File: config.mk
export PLATFORM = sky130hd
export DESIGN_NAME = rau_front
export DESIGN_NICKNAME = d
export VERILOG_FILES = /design/src/sv/rau_pkg.sv /design/src/sv/rau_front.sv
export SDC_FILE = /design/constraint.sdc
export NUM_CORES = 1
export LEC_CHECK = 0
export BUFFER_PORTS_ARGS = -buffer_cell sky130_fd_sc_hd__buf_2
export CORE_AREA = 2 2 115 229
export DETAILED_ROUTE_END_ITERATION = 8
export DIE_AREA = 0 0 117 231
export MAX_ROUTING_LAYER = met4
export PLACE_DENSITY = 0.76
export RECOVER_POWER = 50
export SYNTH_ARGS = -nofsm -noshare
export SYNTH_HDL_FRONTEND = slang
export SYNTH_SLANG_ARGS = --single-unit
File: constraint.sdc
create_clock -name clk -period 6.7 [get_ports clk]
set_input_delay 0.335 -clock clk [delete_from_list [all_inputs] [get_ports clk]]
set_output_delay 0.335 -clock clk [all_outputs]
set_load 0.02 [all_outputs]
File: src/sv/rau_pkg.sv
package rau_pkg;

	localparam int WORD_BITS = 32;
	localparam int PROD_BITS = 2 * WORD_BITS;
	localparam int CNT_BITS = 7;

	typedef enum logic [1:0] {
		OP_ADD = 2'd0,
		OP_SUB = 2'd1,
		OP_MUL = 2'd2,
		OP_DIV = 2'd3
	} op_t;

	typedef enum logic [1:0] {
		ST_OK = 2'd0,
		ST_ZERO_DEN = 2'd1,
		ST_DIV_ZERO = 2'd2,
		ST_OVERFLOW = 2'd3
	} status_t;

	typedef struct packed {
		logic [1:0] operation;
		logic signed [31:0] a_num;
		logic signed [31:0] a_den;
		logic signed [31:0] b_num;
		logic signed [31:0] b_den;
	} in_word_t;

	typedef struct packed {
		logic signed [31:0] res_num;
		logic [30:0] res_den;
		logic [1:0] status;
	} out_word_t;

	// classified item handed from front to back
	typedef struct packed {
		logic [1:0] status;
		logic [1:0] operation;
		logic neg_a;
		logic neg_b;
		logic [WORD_BITS-1:0] na;
		logic [WORD_BITS-1:0] da;
		logic [WORD_BITS-1:0] nb;
		logic [WORD_BITS-1:0] db;
	} job_t;

endpackage

File: src/sv/rau_front.sv
module rau_front (
	input  logic clk,
	input  logic arst_n,
	input  logic in_valid,
	output logic in_ready,
	input  rau_pkg::in_word_t in_data,
	output logic job_valid,
	input  logic job_ready,
	output rau_pkg::job_t job_data
);

	localparam int W = rau_pkg::WORD_BITS;

	// two-entry queue
	rau_pkg::job_t q_q [2];
	logic rd_q, wr_q;
	logic [1:0] cnt_q;
	rau_pkg::job_t job_c;

	logic signed [W-1:0] an, ad, bn, bd;
	logic [W-1:0] man, mad, mbn, mbd;

	always_comb begin
		an = in_data.a_num[W-1:0];
		ad = in_data.a_den[W-1:0];
		bn = in_data.b_num[W-1:0];
		bd = in_data.b_den[W-1:0];
		man = an[W-1] ? (~an + 1'b1) : an;
		mad = ad[W-1] ? (~ad + 1'b1) : ad;
		mbn = bn[W-1] ? (~bn + 1'b1) : bn;
		mbd = bd[W-1] ? (~bd + 1'b1) : bd;
		job_c.operation = in_data.operation;
		job_c.na = man;
		job_c.da = mad;
		job_c.nb = mbn;
		job_c.db = mbd;
		job_c.neg_a = (an != '0) && (an[W-1] != ad[W-1]);
		job_c.neg_b = (bn != '0) && (bn[W-1] != bd[W-1]);
		// zero denominator checked first
		if (ad == '0 || bd == '0)
			job_c.status = rau_pkg::ST_ZERO_DEN;
		else if (in_data.operation == rau_pkg::OP_DIV && bn == '0)
			job_c.status = rau_pkg::ST_DIV_ZERO;
		else
			job_c.status = rau_pkg::ST_OK;
	end

	assign in_ready = (cnt_q != 2'd2);
	assign job_valid = (cnt_q != 2'd0);
	assign job_data = q_q[rd_q];

	always_ff @(posedge clk or negedge arst_n) begin
		if (!arst_n) begin
			rd_q <= 1'b0;
			wr_q <= 1'b0;
			cnt_q <= 2'd0;
		end else begin
			if (in_valid && in_ready) wr_q <= ~wr_q;
			if (job_valid && job_ready) rd_q <= ~rd_q;
			cnt_q <= cnt_q + 2'(in_valid && in_ready) - 2'(job_valid && job_ready);
		end
	end

	always_ff @(posedge clk) begin
		if (in_valid && in_ready) q_q[wr_q] <= job_c;
	end

endmodule

After elaboration in Yosys (flattened, before gate mapping)
Memory sizes are Yosys's and may differ from the RTL's.
Cells that the tools add are included.
{ "totals": {"reg_bits": 4, "ram_bits": 268, "input_bits": 134, "output_inout_bits": 136, "elab_cells": 40, "memories": 1} }
{ "op_classes": {"add_sub_neg": 6, "eq_ne": 4, "muxes": 8, "bitwise": 6, "reduce_logical": 12} }
{ "mem_list": {"columns": ["name", "depth", "width", "rd", "rd_clocked_by_memory_dff", "wr", "line", "source"], "rows": [
  ["q_q", 2, 134, 1, 0, 1, "rau_front.sv:15", "rau_pkg::job_t q_q [2];"]
]} }
{ "ops": {"columns": ["op", "n"], "rows": [
  ["$add A32 B1 Y32 const B", 4],
  ["$mux W32", 4],
  ["$not A32 Y32", 4],
  ["$logic_not A32 Y1", 3],
  ["$reduce_bool A32 Y1", 2],
  ["$logic_and A1 B1 Y1", 5],
  ["$mux W2", 2],
  ["$add A2 B1 Y2", 1],
  ["$eq A2 B2 Y1 const B", 1],
  ["$mux W1", 2],
  ["$ne A1 B1 Y1", 2],
  ["$ne A2 B2 Y1 const B", 1],
  ["$not A1 Y1", 2],
  ["$reduce_bool A2 Y1", 1],
  ["$sub A2 B1 Y2", 1],
  ["$logic_or A1 B1 Y1", 1]
]} }

Depth between registers and ports, before layout
{ "depth": {"depth_word": 4, "ltp_mapped": 7, "ltp_nobuf": 7} }

Worst setup path after synthesis
No wires, ideal clock.
{ "synth_path": {"kind": "register to register", "start": "reg cnt_q[1]", "end": "mem q_q[0][0] (netlist bit) (enable)", "setup_time_ns": 0.629, "t_arrival_ns": 6.324, "required_time_ns": 6.071, "slack_ns": -0.253, "path_stages_with_launch": 4, "n_path_buf": 0, "period_less_slack_ns": 6.953, "path_cell_list": "dfrtp_1 > nand2b_1 > nand2_1 > nor2_1"} }
{ "synth_between": {"elab_chain_len": 4} }
{ "synth_lines": {"columns": ["element", "line", "source"], "rows": [
  ["from (decl)", "rau_front.sv:17", "logic [1:0] cnt_q;"],
  ["from (signal assigned)", "rau_front.sv:60", "cnt_q <= cnt_q + 2'(in_valid && in_ready) - 2'(job_valid && job_ready);"],
  ["$ne A2 B2 Y1", "rau_front.sv:48", "assign in_ready = (cnt_q != 2'd2);"],
  ["named net in_ready", "rau_front.sv:5", "output logic in_ready,"],
  ["$logic_and A1 B1 Y1", "rau_front.sv:65", "if (in_valid && in_ready) q_q[wr_q] <= job_c;"],
  ["$mux W1", "rau_front.sv:65", null],
  ["$mux W1 (implied by the code)", "rau_front.sv:65", null],
  ["to (decl)", "rau_front.sv:15", null]
]} }
The timed path passes the listed nets, and every way through them passes these cells.

Worst setup path in the final report
{ "layout_path": {"start": "reg cnt_q[1]", "end": "mem q_q[1][6] (netlist bit) (enable)"} }
{ "layout_between": {"elab_chain_len": 4} }
{ "layout_lines": {"columns": ["element", "line"], "rows": [
  ["$ne A2 B2 Y1", "rau_front.sv:48"],
  ["$logic_and A1 B1 Y1", "rau_front.sv:65"],
  ["$mux W1", "rau_front.sv:65"],
  ["$mux W1 (implied by the code)", "rau_front.sv:65"]
]} }
No other way between the ends.

==> run_results.csv <==
group,metric,value,unit
clock_tree,cts_tree,"built",
logic_synthesis,synth_compound_area_share,5.306,%
die,fp.dieH,231,um
final_layout,utilization,58.83,%
logic_synthesis,synth-seq-area-share,65.07,%
grt,grt_pass1_vias,8067,
clock_tree,cts_buffer_depth,3,
clock_tree,clk_latency,0.52,ns
logic_synthesis,synthMostInstantiatedCell,"edfxtp_1",
sta,finalSetupViolCount,0,
logic_synthesis,syn_inst,834,
sta,max_freq,229.3,MHz
die,ios,270,
routing,drt_wl_total,26590,um
grt,track_usage,19.73,%
clock_tree,cts_inserted_buffers,24,
worst_setup_path,worst-setup-path-type,"flop to flop",
worst_setup_path,critPathTopFamily,"buffers and inverters",
logic_synthesis,synth_area_per_cell,15.01,um2
final_layout,nets,1245,
clock_tree,cts_setup_buffers,0,
routing,dr.pass1.iters,5,
min_path,min_delay_path_depth,1,
sta,worst_pin_slew,3.657,ns
flow_run,maxCapViolCount,2,
logic_synthesis,yosys-top-cells-count,"268 x edfxtp_1, 134 x mux2_2, 119 x xnor2_1",
die,core_region_area,25440,um2
min_path,min_path_type,"input pin to flop",
logic_synthesis,synth_mux_area_share,12.05,%
die,start_util,49.21,%
die,rows,83,
logic_synthesis,synthArstFlopShare,1.471,%
worst_setup_path,cp_max_fo,62,
grt,antenna_found_initial,6,
worst_setup_path,critical-path-max-stage-delay,2.62,ns
final_layout,register_area,8148,um2
logic_synthesis,synth_edf_count,268,
worst_setup_path,crit_buf_inv,1,
grt,grt-ovfl-total,0,
worst_setup_path,cp.depth,3,
routing,drtIter0Drc,497,
grt,grt_max_degree,65,
final_layout,multiInputGateArea,4163,um2
logic_synthesis,syn_area,12520,um2
logic_synthesis,synth_fp_nets,974,
sta,timing.setup.tns,0,ns
sta,skew,0.01425,ns
worst_setup_path,worstSetupStartpointType,"flop",
grt,grt_pass1_wl,40750,um
clock_tree,clk_pin_slew,0.06,ns
final_layout,area_growth,19.55,%
pwr,p_leak,0.005190,uW
pwr,p_per_area,395.6,nW/um2
worst_setup_path,crit_slowest_cell,"clkbuf_1",
worst_setup_path,arrival,4.41,ns
sta,rsz0062_at_grt,"false",
clock_tree,clock_sinks,272,
logic_synthesis,synth_top_area_share,64.28,%
worst_setup_path,crit_chain,"nand2b_1 -> and3_1 -> clkbuf_1",
placed_design,portBuffers,269,
logic_synthesis,synth_top_family_by_area,"multiplexers",
final_layout,final_layout_size_suffix_gt1_share,37.56,%
routing,drc_errors,0,
sta,period_share,65.09,%
status,violations,"capacitance limit, slew limit",
sta,maxSlewViolCount,123,
routing,dr_total_vias,8040,
placed_design,dp_hpwl,18520,um
logic_synthesis,synth_simple_gate_area_share,7.155,%
logic_synthesis,synthAdderAreaFrac,0.5996,%
routing,ant_nets,0,
logic_synthesis,yosysWarnings,0,
routing,post_drt_wl_per_cell,18.11,um
worst_setup_path,crit_path_end_kind,"flop",
clock_tree,cts-root-buf,"clkbuf_16",
worst_setup_path,required,6.75,ns
logic_synthesis,synth_area_leaders,"edfxtp_1 64%, mux2_2 12%, xnor2_1 8.3%",
logic_synthesis,synth_seq_cells,272,
final_layout,fillers,2017,
pwr,max-vdd-ir-drop,0.2800,mV
sta,fin_crit,4.361,ns
worst_setup_path,reg2regPathDepth,3,
placed_design,gp_congestion,0.9147,
sta,slew_headroom,-143.8,%
logic_synthesis,synth.distinct_cells,37,
logic_synthesis,yosys.area.top_type,"edfxtp_1",
sta,hold_violations,0,
routing,vias_per_cell,5.477,
logic_synthesis,synth_ff_type,"edfxtp_1",
logic_synthesis,synth-xor-area-share,8.464,%
die,die-area,27030,um2
die,die_width,117,um
status,status,"finished with violations",
clock_tree,cts_max_level,1,
## final timing paths
path	startpoint	to	slack, ns
setup / recovery	cnt_q[1]$_DFF_PN0_	q_q[1][6]$_DFFE_PP_	2.34
hold / removal	in_data[128]	q_q[1][130]$_DFFE_PP_	0.05
setup reg to reg	cnt_q[1]$_DFF_PN0_	q_q[1][6]$_DFFE_PP_	2.34
hold reg to reg	wr_q$_DFFE_PN0P_	wr_q$_DFFE_PN0P_	0.51
max in group asynchronous	arst_n	rd_q$_DFFE_PN0P_	6.35
min in group asynchronous	arst_n	wr_q$_DFFE_PN0P_	0.17
## repair_timing
item	4_1_cts	5_1_grt
resized for setup	0	0
hold buffers	1	0
endpoints found under the setup margin	0	0
endpoints found under the hold margin	4	0
## flip-flops by register name, summed over array words and instances (netlist names)
register and count:
rd_q 1, q_q 268, wr_q 1, cnt_q 2
## cell usage in the layout (no fill, tap or decap), drive strengths merged, types with 3 or more instances in the layout
cell type,n
and3,3
buf,238
bufinv,3
clkbuf,63
clkinv,10
dfrtp,4
diode,7
edfxtp,268
ha,6
inv,15
mux2,134
nand2,45
nand2b,6
nand3,6
nand3b,3
nand4,3
nor2,15
nor3,15
nor4,9
o21ai,43
o31ai,36
o41ai,16
or2,7
or3,14
or4,22
xnor2,119
## cells by family (layout without fill, tap and decap cells)
kind of cell,after synthesis,after routing
AO/OA/AOI/OAI,99,99
XOR/XNOR,121,121
adder cells (fa/ha/maj),6,6
buffers and inverters,45,332
flip-flops,272,272
multiplexers,134,134
other,0,7
AND/OR/NAND/NOR,157,157
## final cells by class
class,instances,share of cell area [%]
Tap cell,340,2.842
Inverter,14,0.3511
Clock inverter,16,1.220
Timing Repair Buffer,276,9.019
Sequential cell,272,54.43
Antenna cell,7,0.1170
Clock buffer,26,4.205
Multi-Input combinational cell,517,27.81
## per-stage QoR
| stage | hold slack [ns] | instances | setup WS, ns | area [um2] | power (uW) |
|---|---|---|---|---|---|
| global route | 0.06995 | 1467 | 1.955 | 14970 | 6213 |
| finish | 0.05474 | 1468 | 2.339 | 14970 | 5921 |
| global placement | 0.1426 | 1418 | 3.996 | 14240 | 4537 |
| floorplan | 0.03941 | 834 | 2.008 | 12520 | 3919 |
| CTS | 0.0001838 | 1461 | 3.860 | 15060 | 5996 |
| detailed placement | 0.1447 | 1418 | 3.919 | 14240 | 4572 |
## worst reg2reg max path, cell delays in order, from the launching register on
cell and delay, ns:
dfrtp_1 0.40, nand2b_1 0.14, and3_1 0.65, clkbuf_1 2.62
## power breakdown
part | internal [uW] | leakage (uW) | total, uW | switching [uW]
sequential | 2390 | 0.00254 | 2480 | 97.3
clock | 803 | 0.000394 | 1410 | 608
combinational | 750 | 0.00225 | 2020 | 1270
## routing by layer
layer	GRT usage, %	vias up	wire length (um)
met3	5.960	51	2641
li1	-	3761	-
met2	31.56	316	12810
met4	5.882	0	686
met5	-	-	0
met1	24.10	3912	10450
Power figures use the tool's default switching activity.
